### src/rtl/core/segment_descriptor_cache_translate_top_defines.svh
// ----------------------------------------------------------------------------
// Segment descriptor cache translate: assertion macros
// Concurrent assertion helpers, empty in synthesis builds.
// ----------------------------------------------------------------------------
`ifndef SEGMENT_DESCRIPTOR_CACHE_TRANSLATE_TOP_DEFINES_SVH
`define SEGMENT_DESCRIPTOR_CACHE_TRANSLATE_TOP_DEFINES_SVH

`ifndef SYNTHESIS
// check a property at every clock edge outside reset
`define SDCT_ASSERT_RST(label, clk, rstn, prop, msg) \
    label: assert property (@(posedge clk) disable iff (!rstn) prop) else $error(msg);
// check a property at every clock edge, reset included
`define SDCT_ASSERT_ALWAYS(label, clk, prop, msg) \
    label: assert property (@(posedge clk) prop) else $error(msg);
`else
`define SDCT_ASSERT_RST(label, clk, rstn, prop, msg)
`define SDCT_ASSERT_ALWAYS(label, clk, prop, msg)
`endif

`endif

### src/rtl/core/sdct_pkg.sv
// ----------------------------------------------------------------------------
// sdct_pkg
// Types, codes and constants shared by the descriptor cache translator.
// ----------------------------------------------------------------------------
package sdct_pkg;

    // default number of segment registers with a cache entry
    localparam int NUM_SEGMENT_REGS_DEF = 4;

    // code segment register number and its flat reset descriptor
    localparam logic [1:0]  CS_SEG         = 2'd1;
    localparam logic [63:0] CS_RESET_DESC  = 64'h000F_8000_0000_FFFF;

    // configuration register indexes
    localparam int          CFG_IDX_W      = 1;
    localparam logic [CFG_IDX_W-1:0] CFG_XLATE_ON = 1'd0;
    localparam logic [CFG_IDX_W-1:0] CFG_GDT_BASE = 1'd1;

    // input item modes
    localparam logic MODE_TRANSLATE = 1'b0;
    localparam logic MODE_FILL      = 1'b1;

    // result status codes
    localparam logic [2:0] STATUS_OK          = 3'd0;
    localparam logic [2:0] STATUS_MISS        = 3'd1;
    localparam logic [2:0] STATUS_NOT_PRESENT = 3'd2;
    localparam logic [2:0] STATUS_PRIVILEGE   = 3'd3;
    localparam logic [2:0] STATUS_LIMIT       = 3'd4;
    localparam logic [2:0] STATUS_BASE_NZ     = 3'd5;
    localparam logic [2:0] STATUS_STRAY_FILL  = 3'd6;

    typedef struct packed {
        logic        mode;
        logic [31:0] offset;
        logic [1:0]  seg_reg;
        logic [12:0] sel_index;
        logic [1:0]  sel_rpl;
        logic [1:0]  code_rpl;
        logic [31:0] desc_low;
        logic [31:0] desc_high;
    } in_item_t;

    typedef struct packed {
        logic [31:0] linear_address;
        logic [2:0]  status;
        logic [31:0] fetch_address;
    } out_item_t;

    // controller to datapath commands
    typedef struct packed {
        logic capture;  // latch the accepted item
        logic commit;   // evaluate, update cache state, load result
    } ctrl_cmd_t;

endpackage

### src/rtl/core/sdct_ctrl.sv
// ----------------------------------------------------------------------------
// sdct_ctrl
// Sequencer: takes one item, runs it through the datapath, holds result valid.
// ----------------------------------------------------------------------------
module sdct_ctrl (
    input  logic               aclk,
    input  logic               aresetn,
    input  logic               s_valid,
    output logic               s_ready,
    output logic               m_valid,
    input  logic               m_ready,
    output sdct_pkg::ctrl_cmd_t cmd
);
    import sdct_pkg::*;

    typedef enum logic {
        ST_IDLE,
        ST_EXEC
    } state_t;

    state_t state_reg, state_next;
    logic   m_valid_reg, m_valid_next;
    logic   out_free;

    // result register can take a new value
    assign out_free    = !m_valid_reg || m_ready;

    assign s_ready     = (state_reg == ST_IDLE);
    assign cmd.capture = s_valid && (state_reg == ST_IDLE);
    assign cmd.commit  = (state_reg == ST_EXEC) && out_free;
    assign m_valid     = m_valid_reg;

    always_comb begin
        state_next   = state_reg;
        m_valid_next = m_valid_reg && !m_ready;
        unique case (state_reg)
            ST_IDLE: begin
                if (s_valid) begin
                    state_next = ST_EXEC;
                end
            end
            ST_EXEC: begin
                if (out_free) begin
                    state_next   = ST_IDLE;
                    m_valid_next = 1'b1;
                end
            end
            default: state_next = ST_IDLE;
        endcase
    end

    always_ff @(posedge aclk) begin
        if (!aresetn) begin
            state_reg   <= ST_IDLE;
            m_valid_reg <= 1'b0;
        end else begin
            state_reg   <= state_next;
            m_valid_reg <= m_valid_next;
        end
    end

endmodule

### src/rtl/core/sdct_dpath.sv
// ----------------------------------------------------------------------------
// sdct_dpath
// Descriptor cache entries, pending miss, config registers and the checks.
// ----------------------------------------------------------------------------
module sdct_dpath #(
    parameter int NUM_SEGMENT_REGS = sdct_pkg::NUM_SEGMENT_REGS_DEF
) (
    input  logic                            aclk,
    input  logic                            aresetn,
    input  sdct_pkg::ctrl_cmd_t             cmd,
    input  sdct_pkg::in_item_t              s_item,
    output sdct_pkg::out_item_t             m_item,
    input  logic                            cfg_we,
    input  logic [sdct_pkg::CFG_IDX_W-1:0]  cfg_index,
    input  logic [31:0]                     cfg_data
);
    import sdct_pkg::*;

    localparam int SEG_IDX_W = (NUM_SEGMENT_REGS > 1) ? $clog2(NUM_SEGMENT_REGS) : 1;

    // config
    logic        xlate_on_reg;
    logic [31:0] gdt_base_reg;

    // captured item and result
    in_item_t    item_reg;
    out_item_t   result_reg, result_next;

    // cache entries
    logic        entry_valid_reg [NUM_SEGMENT_REGS];
    logic [12:0] entry_tag_reg   [NUM_SEGMENT_REGS];
    logic [63:0] entry_desc_reg  [NUM_SEGMENT_REGS];

    // pending miss
    logic                 pend_valid_reg, pend_valid_next;
    logic [31:0]          pend_offset_reg;
    logic [SEG_IDX_W-1:0] pend_seg_reg;
    logic [12:0]          pend_index_reg;
    logic [1:0]           pend_rpl_reg;
    logic [1:0]           pend_crpl_reg;

    logic                 seg_in_range;
    logic [SEG_IDX_W-1:0] item_seg_idx;
    logic                 hit;
    logic                 ent_we;
    logic                 pend_load;
    logic [63:0]          fill_desc;

    // present, privilege, limit and base checks on one descriptor
    function automatic out_item_t check_desc(input logic [63:0] d, input logic [31:0] ofs,
                                             input logic [12:0] idx, input logic [1:0] rpl,
                                             input logic [1:0] crpl);
        out_item_t   r;
        logic [1:0]  dpl;
        logic [19:0] limit;
        logic [31:0] base;
        r     = '0;
        dpl   = d[46:45];
        limit = {d[51:48], d[15:0]};
        base  = {d[63:56], d[39:32], d[31:16]};
        if (!d[47]) begin
            r.status = STATUS_NOT_PRESENT;
        end else if (crpl > dpl || rpl > dpl) begin
            r.status = STATUS_PRIVILEGE;
        end else if (!({4'd0, idx, 3'd0} < limit)) begin
            r.status = STATUS_LIMIT;
        end else begin
            r.linear_address = base + ofs;
            r.status         = (base != 32'd0) ? STATUS_BASE_NZ : STATUS_OK;
        end
        return r;
    endfunction

    assign seg_in_range = ({30'd0, item_reg.seg_reg} < 32'(NUM_SEGMENT_REGS));
    assign item_seg_idx = SEG_IDX_W'(item_reg.seg_reg);
    assign hit          = entry_valid_reg[item_seg_idx] &&
                          (entry_tag_reg[item_seg_idx] == item_reg.sel_index);
    assign fill_desc    = {item_reg.desc_high, item_reg.desc_low};
    assign m_item       = result_reg;

    // evaluate the captured item
    always_comb begin
        result_next     = '0;
        ent_we          = 1'b0;
        pend_load       = 1'b0;
        pend_valid_next = pend_valid_reg;
        if (item_reg.mode == MODE_FILL) begin
            if (!pend_valid_reg) begin
                result_next.status = STATUS_STRAY_FILL;
            end else begin
                pend_valid_next = 1'b0;
                ent_we          = 1'b1;
                result_next     = check_desc(fill_desc, pend_offset_reg, pend_index_reg,
                                             pend_rpl_reg, pend_crpl_reg);
            end
        end else begin
            pend_valid_next = 1'b0;
            if (!xlate_on_reg) begin
                result_next.linear_address = item_reg.offset;
            end else if (!seg_in_range) begin
                result_next.status = STATUS_NOT_PRESENT;
            end else if (hit) begin
                result_next = check_desc(entry_desc_reg[item_seg_idx], item_reg.offset,
                                         item_reg.sel_index, item_reg.sel_rpl,
                                         item_reg.code_rpl);
            end else begin
                pend_valid_next           = 1'b1;
                pend_load                 = 1'b1;
                result_next.status        = STATUS_MISS;
                result_next.fetch_address = gdt_base_reg + {16'd0, item_reg.sel_index, 3'd0};
            end
        end
    end

    // config registers
    always_ff @(posedge aclk) begin
        if (!aresetn) begin
            xlate_on_reg <= 1'b0;
            gdt_base_reg <= '0;
        end else if (cfg_we) begin
            unique case (cfg_index)
                CFG_XLATE_ON: xlate_on_reg <= cfg_data[0];
                CFG_GDT_BASE: gdt_base_reg <= cfg_data;
                default: ;
            endcase
        end
    end

    // item capture, result load and pending request payload
    always_ff @(posedge aclk) begin
        if (cmd.capture) begin
            item_reg <= s_item;
        end
        if (cmd.commit) begin
            result_reg <= result_next;
        end
        if (cmd.commit && pend_load) begin
            pend_offset_reg <= item_reg.offset;
            pend_seg_reg    <= item_seg_idx;
            pend_index_reg  <= item_reg.sel_index;
            pend_rpl_reg    <= item_reg.sel_rpl;
            pend_crpl_reg   <= item_reg.code_rpl;
        end
    end

    // pending valid and cache entries
    always_ff @(posedge aclk) begin
        if (!aresetn) begin
            pend_valid_reg <= 1'b0;
            for (int i = 0; i < NUM_SEGMENT_REGS; i++) begin
                entry_valid_reg[i] <= (i == int'(CS_SEG));
                entry_tag_reg[i]   <= '0;
                entry_desc_reg[i]  <= (i == int'(CS_SEG)) ? CS_RESET_DESC : 64'd0;
            end
        end else if (cmd.commit) begin
            pend_valid_reg <= pend_valid_next;
            if (ent_we) begin
                entry_valid_reg[pend_seg_reg] <= 1'b1;
                entry_tag_reg[pend_seg_reg]   <= pend_index_reg;
                entry_desc_reg[pend_seg_reg]  <= fill_desc;
            end
        end
    end

endmodule

### src/rtl/core/segment_descriptor_cache_translate_top.sv
// ----------------------------------------------------------------------------
// segment_descriptor_cache_translate_top
// Segment offset to linear address translation with a per-register
// descriptor cache, miss reporting and descriptor fill.
// ----------------------------------------------------------------------------
//  channel  ports                       moves
//  s_       s_valid/s_ready/s_item      translate request or descriptor fill
//  m_       m_valid/m_ready/m_item      linear address, status, fetch address
//  cfg_     cfg_we/cfg_index/cfg_data   xlate_on, gdt_base writes
//
//  One item at a time: a capture state, then an evaluate state in which
//  the entry read, the checks and the base add run and the result loads.
//  A new item is taken while a result waits; evaluation holds if it still waits.
//  Synchronous active-low reset; no clearing pass, the CS entry resets flat.
// ----------------------------------------------------------------------------
`include "segment_descriptor_cache_translate_top_defines.svh"

module segment_descriptor_cache_translate_top #(
    parameter int NUM_SEGMENT_REGS = sdct_pkg::NUM_SEGMENT_REGS_DEF
) (
    input  logic                           aclk,
    input  logic                           aresetn,
    input  logic                           s_valid,
    output logic                           s_ready,
    input  sdct_pkg::in_item_t             s_item,
    output logic                           m_valid,
    input  logic                           m_ready,
    output sdct_pkg::out_item_t            m_item,
    input  logic                           cfg_we,
    input  logic [sdct_pkg::CFG_IDX_W-1:0] cfg_index,
    input  logic [31:0]                    cfg_data
);
    import sdct_pkg::*;

    ctrl_cmd_t cmd;

    sdct_ctrl u_ctrl (
        .aclk    (aclk),
        .aresetn (aresetn),
        .s_valid (s_valid),
        .s_ready (s_ready),
        .m_valid (m_valid),
        .m_ready (m_ready),
        .cmd     (cmd)
    );

    sdct_dpath #(
        .NUM_SEGMENT_REGS (NUM_SEGMENT_REGS)
    ) u_dpath (
        .aclk      (aclk),
        .aresetn   (aresetn),
        .cmd       (cmd),
        .s_item    (s_item),
        .m_item    (m_item),
        .cfg_we    (cfg_we),
        .cfg_index (cfg_index),
        .cfg_data  (cfg_data)
    );

    // one item in flight at a time
    `SDCT_ASSERT_RST(a_one_item, aclk, aresetn, s_valid && s_ready |=> !s_ready, "busy accept")
    // capture and commit never coincide
    `SDCT_ASSERT_RST(a_cmd_excl, aclk, aresetn, !(cmd.capture && cmd.commit), "cmd overlap")
    // a commit always presents a result
    `SDCT_ASSERT_RST(a_commit_shows, aclk, aresetn, cmd.commit |=> m_valid, "result not shown")
    // reset leaves the block ready with no result
    `SDCT_ASSERT_ALWAYS(a_rst_idle, aclk, !aresetn |=> s_ready && !m_valid, "busy after reset")

endmodule

### config.mk
export PLATFORM = sky130hd
export DESIGN_NAME = segment_descriptor_cache_translate_top
export DESIGN_NICKNAME = d
export VERILOG_FILES = /design/src/rtl/core/sdct_pkg.sv /design/src/rtl/core/sdct_ctrl.sv /design/src/rtl/core/sdct_dpath.sv /design/src/rtl/core/segment_descriptor_cache_translate_top.sv
export VERILOG_INCLUDE_DIRS = /design/src /design/src/rtl/core
export SDC_FILE = /design/constraint.sdc
export NUM_CORES = 1
export LEC_CHECK = 0
export ABC_AREA = 1
export BUFFER_PORTS_ARGS = -buffer_cell sky130_fd_sc_hd__buf_4
export CAP_MARGIN = 10
export CORE_MARGIN = 3
export CORE_UTILIZATION = 30
export CTS_BUF_LIST = sky130_fd_sc_hd__clkbuf_8
export CTS_CLUSTER_DIAMETER = 30
export CTS_CLUSTER_SIZE = 16
export DETAILED_ROUTE_END_ITERATION = 7
export GPL_ROUTABILITY_DRIVEN = 0
export PLACE_DENSITY_LB_ADDON = 0.15
export SETUP_SLACK_MARGIN = 0.02
export SYNTH_ARGS = -nofsm -noshare
export SYNTH_HDL_FRONTEND = slang
export SYNTH_SLANG_ARGS = --single-unit
### constraint.sdc
create_clock -name aclk -period 7.4 [get_ports aclk]
set_input_delay 0 -clock aclk [delete_from_list [all_inputs] [get_ports aclk]]
set_output_delay 0 -clock aclk [all_outputs]
set_load 0.01 [all_outputs]
# After elaboration in Yosys (flattened, before gate mapping)
# Memories as Yosys holds them, arrays and structs flattened. A register that Yosys moved wholly into a read port is not among the register bits.
# Cells that the tools add are included.
[totals] ff_bits=270 ram_bits=312 in_bits=154 out_inout_bits=69 word_cells=103 mem_count=3
[op_classes] addsub=3 order_cmp=6 eq_ne=1 mux=48 n_bitwise=3 n_reduce_logical=18
[memory_table] memory="u_dpath.entry_desc_reg" depth=4 word_bits=64 read_ports=1 rd_clocked_by_memory_dff=1 wr=4 line_no="sdct_dpath.sv:32" rtl="logic [63:0] entry_desc_reg [NUM_SEGMENT_REGS];"
[memory_table] memory="u_dpath.entry_tag_reg" depth=4 word_bits=13 read_ports=1 rd_clocked_by_memory_dff=1 wr=4 line_no="sdct_dpath.sv:31" rtl="logic [12:0] entry_tag_reg [NUM_SEGMENT_REGS];"
[memory_table] memory="u_dpath.entry_valid_reg" depth=4 word_bits=1 read_ports=1 rd_clocked_by_memory_dff=1 wr=4 line_no="sdct_dpath.sv:30" rtl="logic entry_valid_reg [NUM_SEGMENT_REGS];"
[ops] op="two-way mux 32 bit" count=9
[ops] op="two-way mux 35 bit" count=2
[ops] op="two-way mux 67 bit" count=1
[ops] op="adder 32 bit" count=2
[ops] op="two-way mux 64 bit" count=1
[ops] op="nonzero test 32 bit" count=2
[ops] op="OR reduction 64 bit" count=1
[ops] op="< comparator 16 x 20 -> 1 bit" count=2
[ops] op="adder 32 x 16 -> 32 bit" count=1
[ops] op="two-way mux 3 bit" count=9
[ops] op="two-way mux 1 bit" count=18
[ops] op="== test 13 bit" count=1
[ops] op="two-way mux 13 bit" count=1
[ops] op="OR reduction 13 bit" count=1
[ops] op="two-way mux 2 bit" count=6
[ops] op="> comparator 2 bit" count=4
[ops] op="logical AND 1 bit" count=5
[ops] op="AND reduction 2 bit" count=2
[ops] op="logical OR 1 bit" count=3
[ops] op="inverter 1 bit" count=3
[ops] op="OR reduction 3 bit" count=1
[ops] op="logical NOT 1 bit" count=2
[ops] op="one-hot mux 1 bit (2 select lines)" count=1
[ops] op="OR reduction 1 bit" count=1

# Logic depth before layout (Yosys ltp)
[logic_depth] word_depth=8 depth_mapped=26 ltp_nobuf=22

# Cells and area by module
# From an unflattened synthesis, not the netlist that was laid out.
[hier_totals] hier_cells=3023 area_unflattened_um2=27621.5
[modules_own_cells] mod="sdct_dpath" n_inst=1 cells_per_inst=3012 area_per_inst_um2=27537.7 seq_area_each_um2=15745.1
[modules_own_cells] mod="sdct_ctrl" n_inst=1 cells_per_inst=11 area_per_inst_um2=83.8 seq_area_each_um2=40.0

# Worst setup path before layout
# OpenSTA, ideal clock, no wires.
[synth_path] kind="flip-flop to flip-flop" startpoint="register u_ctrl.state_reg" endpoint="register with a tool-made name" setup_ns=0.121 t_arrival_ns=5.360 t_required_ns=7.279 setup_slack_ns=1.919 stages_incl_launch_ff=5 n_path_buf=0 period_less_slack_ns=5.481 cell_sequence="dfxtp_1 -> nor2_1 -> inv_1 -> nand2_1 -> nand2_1"
[synth_lines] element="from (decl)" line_no="sdct_ctrl.sv:21" rtl="state_t state_reg, state_next;"
[synth_lines] element="from (signal assigned)" line_no="sdct_ctrl.sv:57" rtl="state_reg <= state_next;"

==> results.sh <==
export IMPL_htree_levels=4
export IMPL_start_util_pct=30.33
export IMPL_crit_buf_inv=2
export IMPL_rsz0062_at_grt="no"
export IMPL_vias_per_cell=4.600
export IMPL_syn_cell_area_um2=27380
export IMPL_nets=3900
export IMPL_syn2layout_area_growth_pct=34.84
export IMPL_place_ws_ps=2898
export IMPL_wl_met1_um=38390
export IMPL_yosysWarnings=0
export IMPL_cp_start_kind="register"
export IMPL_final_core_util_pct=40.89
export IMPL_fin_ws_ps=2897
export IMPL_rows=110
export IMPL_cp_common_cell="nand2_1"
export IMPL_worstPathArrival_ps=5140
export IMPL_ios=223
export IMPL_dp_hpwl_um=58340
export IMPL_cap_violations=0
export IMPL_top_layer="met4"
export IMPL_power_total_mw=9.406
export IMPL_relSlewSlack_pct=27.63
export IMPL_core_area_um2=90290
export IMPL_grt_pass1_vias=23040
export IMPL_grt_overflow_total=0
export IMPL_grt_pass1_wl_um=134400
export IMPL_fmax_ghz=0.2221
export IMPL_clkTransAtPathRegs_ps=50
export IMPL_power_density_nw_per_um2=254.8
export IMPL_clk_latency_ps=800
export IMPL_gr_usage_all_layers_pct=18.74
export IMPL_clkPwrFrac_pct=48.0
export IMPL_finalSetupViolCount=0
export IMPL_antenna_left=0
export IMPL_hold_viol=0
export IMPL_synthArstFlopShare_pct=0
export IMPL_critPathCaptureType="register"
export IMPL_swShare_pct=27.02
export IMPL_crit_required_ps=8040
export IMPL_synth_cell_types=45
export IMPL_p_int_mw=6.864
export IMPL_fillers=9090
export IMPL_finalCriticalPeriod_ps=4503
export IMPL_largest_register_ffs=220
export IMPL_cp_top_family="simple AND/OR/NAND/NOR gates"
export IMPL_tns_ps=0
export IMPL_totalWireLength_um=88690
export IMPL_cp_max_fo=73
export IMPL_die_y_um=308.1
export IMPL_drive_gt1_share_pct=13.47
export IMPL_cts_root_buf="clkbuf_8"
export IMPL_synth_seq_cells=539
export IMPL_critPathMaxStageDelay_ps=820
export IMPL_regArea_um2=15790
export IMPL_syn_num_nets=3285
export IMPL_synth_edff_count=499
export IMPL_ir_drop_uv=179.5
export IMPL_criticalPathCategory="reg2reg"
export IMPL_drc=0
export IMPL_vias=22700
export IMPL_multiInputGateArea_um2=10070
export IMPL_drt_initial_drc_count=1388
export IMPL_syn_inst=3019
export IMPL_worst_slew_pin_transition_ps=1084
export IMPL_p_comb_share_pct=14.0
export IMPL_wl_met2_um=43250
export IMPL_avgSynthCellArea_um2=9.070
export IMPL_post_cts_buffers=0
export IMPL_cellLeakagePower_nw=16.05
export IMPL_hold_class="in2reg"
export IMPL_die_area_um2=94930
export IMPL_chipWidth_um=308.1
export IMPL_dr_wl_met3_um=4325
export IMPL_seq_power_share_pct=38.0
export IMPL_antenna_found_initial=2
export IMPL_wl_per_cell_um=17.97
export IMPL_cts_buffer_depth=3
export IMPL_outcome="complete, no violations"
export IMPL_slew_viol_final=0
export IMPL_cts_tree="done"
export IMPL_synth_flop_cell="edfxtp_1"
export IMPL_numCtsBuffers=148
export IMPL_numClockSinks=539
export IMPL_drt_pass1_iterations=5
export IMPL_critPathSlowestCell="nor2_2"
export IMPL_post_route_period_util_pct=60.85
export IMPL_io_buffers=213
export IMPL_grt_start_max_net_pins=74
export IMPL_fin_skew_ps=37.41
export IMPL_power_switching_mw=2.541
export IMPL_ys_seq_area_share_pct=57.65
export IMPL_crit_chain="inv_6, buf_4, nand2_1, a32o_1, ha_1, nand2_1, a21oi_1, a211oi_1, nand2_1, nand2_1, nand2_1, nor2_2, nand3_1, nand2_1, nand2_1, nand2_1"
[synth_stat cells, types with 3 or more instances]
library cell | instances | area share [%]
nor4_1 | 9 | 0.21
xor2_1 | 20 | 0.64
nand2_1 | 897 | 12
nand3_1 | 186 | 3.4
nor3b_1 | 4 | 0.11
ha_1 | 109 | 5.0
buf_1 | 17 | 0.23
a21oi_1 | 140 | 2.6
dfxtp_1 | 40 | 2.9
buf_4 | 6 | 0.16
a32o_1 | 15 | 0.55
o21a_1 | 10 | 0.27
buf_6 | 3 | 0.12
or2_2 | 18 | 0.41
inv_2 | 3 | 0.041
clkbuf_1 | 42 | 0.58
o21bai_1 | 6 | 0.16
nand4_1 | 24 | 0.55
a21o_1 | 6 | 0.16
nor2_1 | 460 | 6.3
a21boi_0 | 4 | 0.11
nand3b_1 | 20 | 0.55
inv_1 | 298 | 4.1
edfxtp_1 | 499 | 55
xnor2_1 | 15 | 0.48
buf_2 | 27 | 0.49
fa_1 | 3 | 0.22
nor3_1 | 28 | 0.51
o21ai_0 | 88 | 1.6
[worst register-to-register path: cells and delay by family, from the launching register on]
| family | cells | cell delay [ps] |
|---|---|---|
| AOI/OAI and AO/OA | 3 | 480 |
| and+or+nand+nor | 10 | 1830 |
| DFF | 1 | 510 |
| buffers and inverters | 2 | 1220 |
| adders and majority gates | 1 | 320 |
[routing by layer]
layer	global-route usage (%)	vias up
met5	0	-
met4	7.207	0
met3	3.715	156
met2	32.47	571
met1	22.97	10650
li1	-	11320
[layout make-up]
class / instances / area share, %
sequential: 539 / 42.77
timing repair buffer: 560 / 13.58
clock buffer: 156 / 5.815
antenna: 2 / 0.01356
tap: 1176 / 3.985
clock inverter: 117 / 3.467
inverter: 303 / 3.097
multi-input combinational: 2082 / 27.28
[power groups by stage]
stage / registers [mW] / logic, mW / clock network, mW
2_1_floorplan: 3.60 / 0.778 / 0
3_3_place_gp: 3.64 / 1.18 / 0
3_5_place_dp: 3.64 / 1.18 / 0
4_1_cts: 3.58 / 1.33 / 4.63
5_1_grt: 3.59 / 1.49 / 4.79
6_report: 3.58 / 1.32 / 4.51
[final timing paths]
kind | startpoint | slack [ps] | end | depth (start not counted)
max | register | 2900 | u_dpath.m_item[49]$_DFFE_PP_ | 16
max reg2reg | register | 2900 | u_dpath.m_item[49]$_DFFE_PP_ | 16
min reg2reg | u_dpath.item_seg_idx[1]$_DFFE_PP_ | 450 | u_dpath.pend_seg_reg[1]$_DFFE_PP_ | 0
min | s_valid | 120 | u_ctrl.state_reg$_SDFF_PN0_ | 4
[metrics by stage]
step                      instance area [µm²]  hold WS (ps)  cells
final                                   36920         118.8   4935
after global routing                    36920         64.17   4934
after CTS                               36920         13.24   4933
after detailed placement                30260         179.5   4337
after global placement                  30260         178.0   4337
after floorplan                         27380         98.87   3019
[cells in the final DEF, fill, tap and decap left out, types with 9 or more instances in the layout]
cell type	Yosys	routed
or2_2	18	18
clkinvlp_4	0	12
nor3_1	28	27
nand3_1	186	186
a32o_1	15	15
xor2_1	20	20
nand2_1	897	890
xnor2_1	15	15
dlygate4sd3_1	0	323
nor2_1	460	458
dfxtp_1	40	38
a21oi_1	140	140
ha_1	109	109
o21ai_0	88	88
buf_4	6	237
inv_1	298	315
clkinv_2	0	25
o21a_1	10	10
nand4_1	24	24
bufinv_16	0	26
clkinv_1	1	27
clkbuf_8	0	156
nor4_1	9	9
nand3b_1	20	20
edfxtp_1	499	499
[logic make-up after synthesis]
group           synth area share [%]
fa+ha+maj                      5.200
buf+inv                        5.762
other cells                  0.01370
simple gates                   24.57
compound gates                 5.684
xor+xnor                       1.120
flops                          57.65
[repair_timing]
item | 4_1_cts | 5_1_grt
hold buffers | 323 | 0
endpoints found under the hold margin | 236 | 0
resized for setup | 0 | 0
No activity file was read; power rests on OpenSTA's default activity.
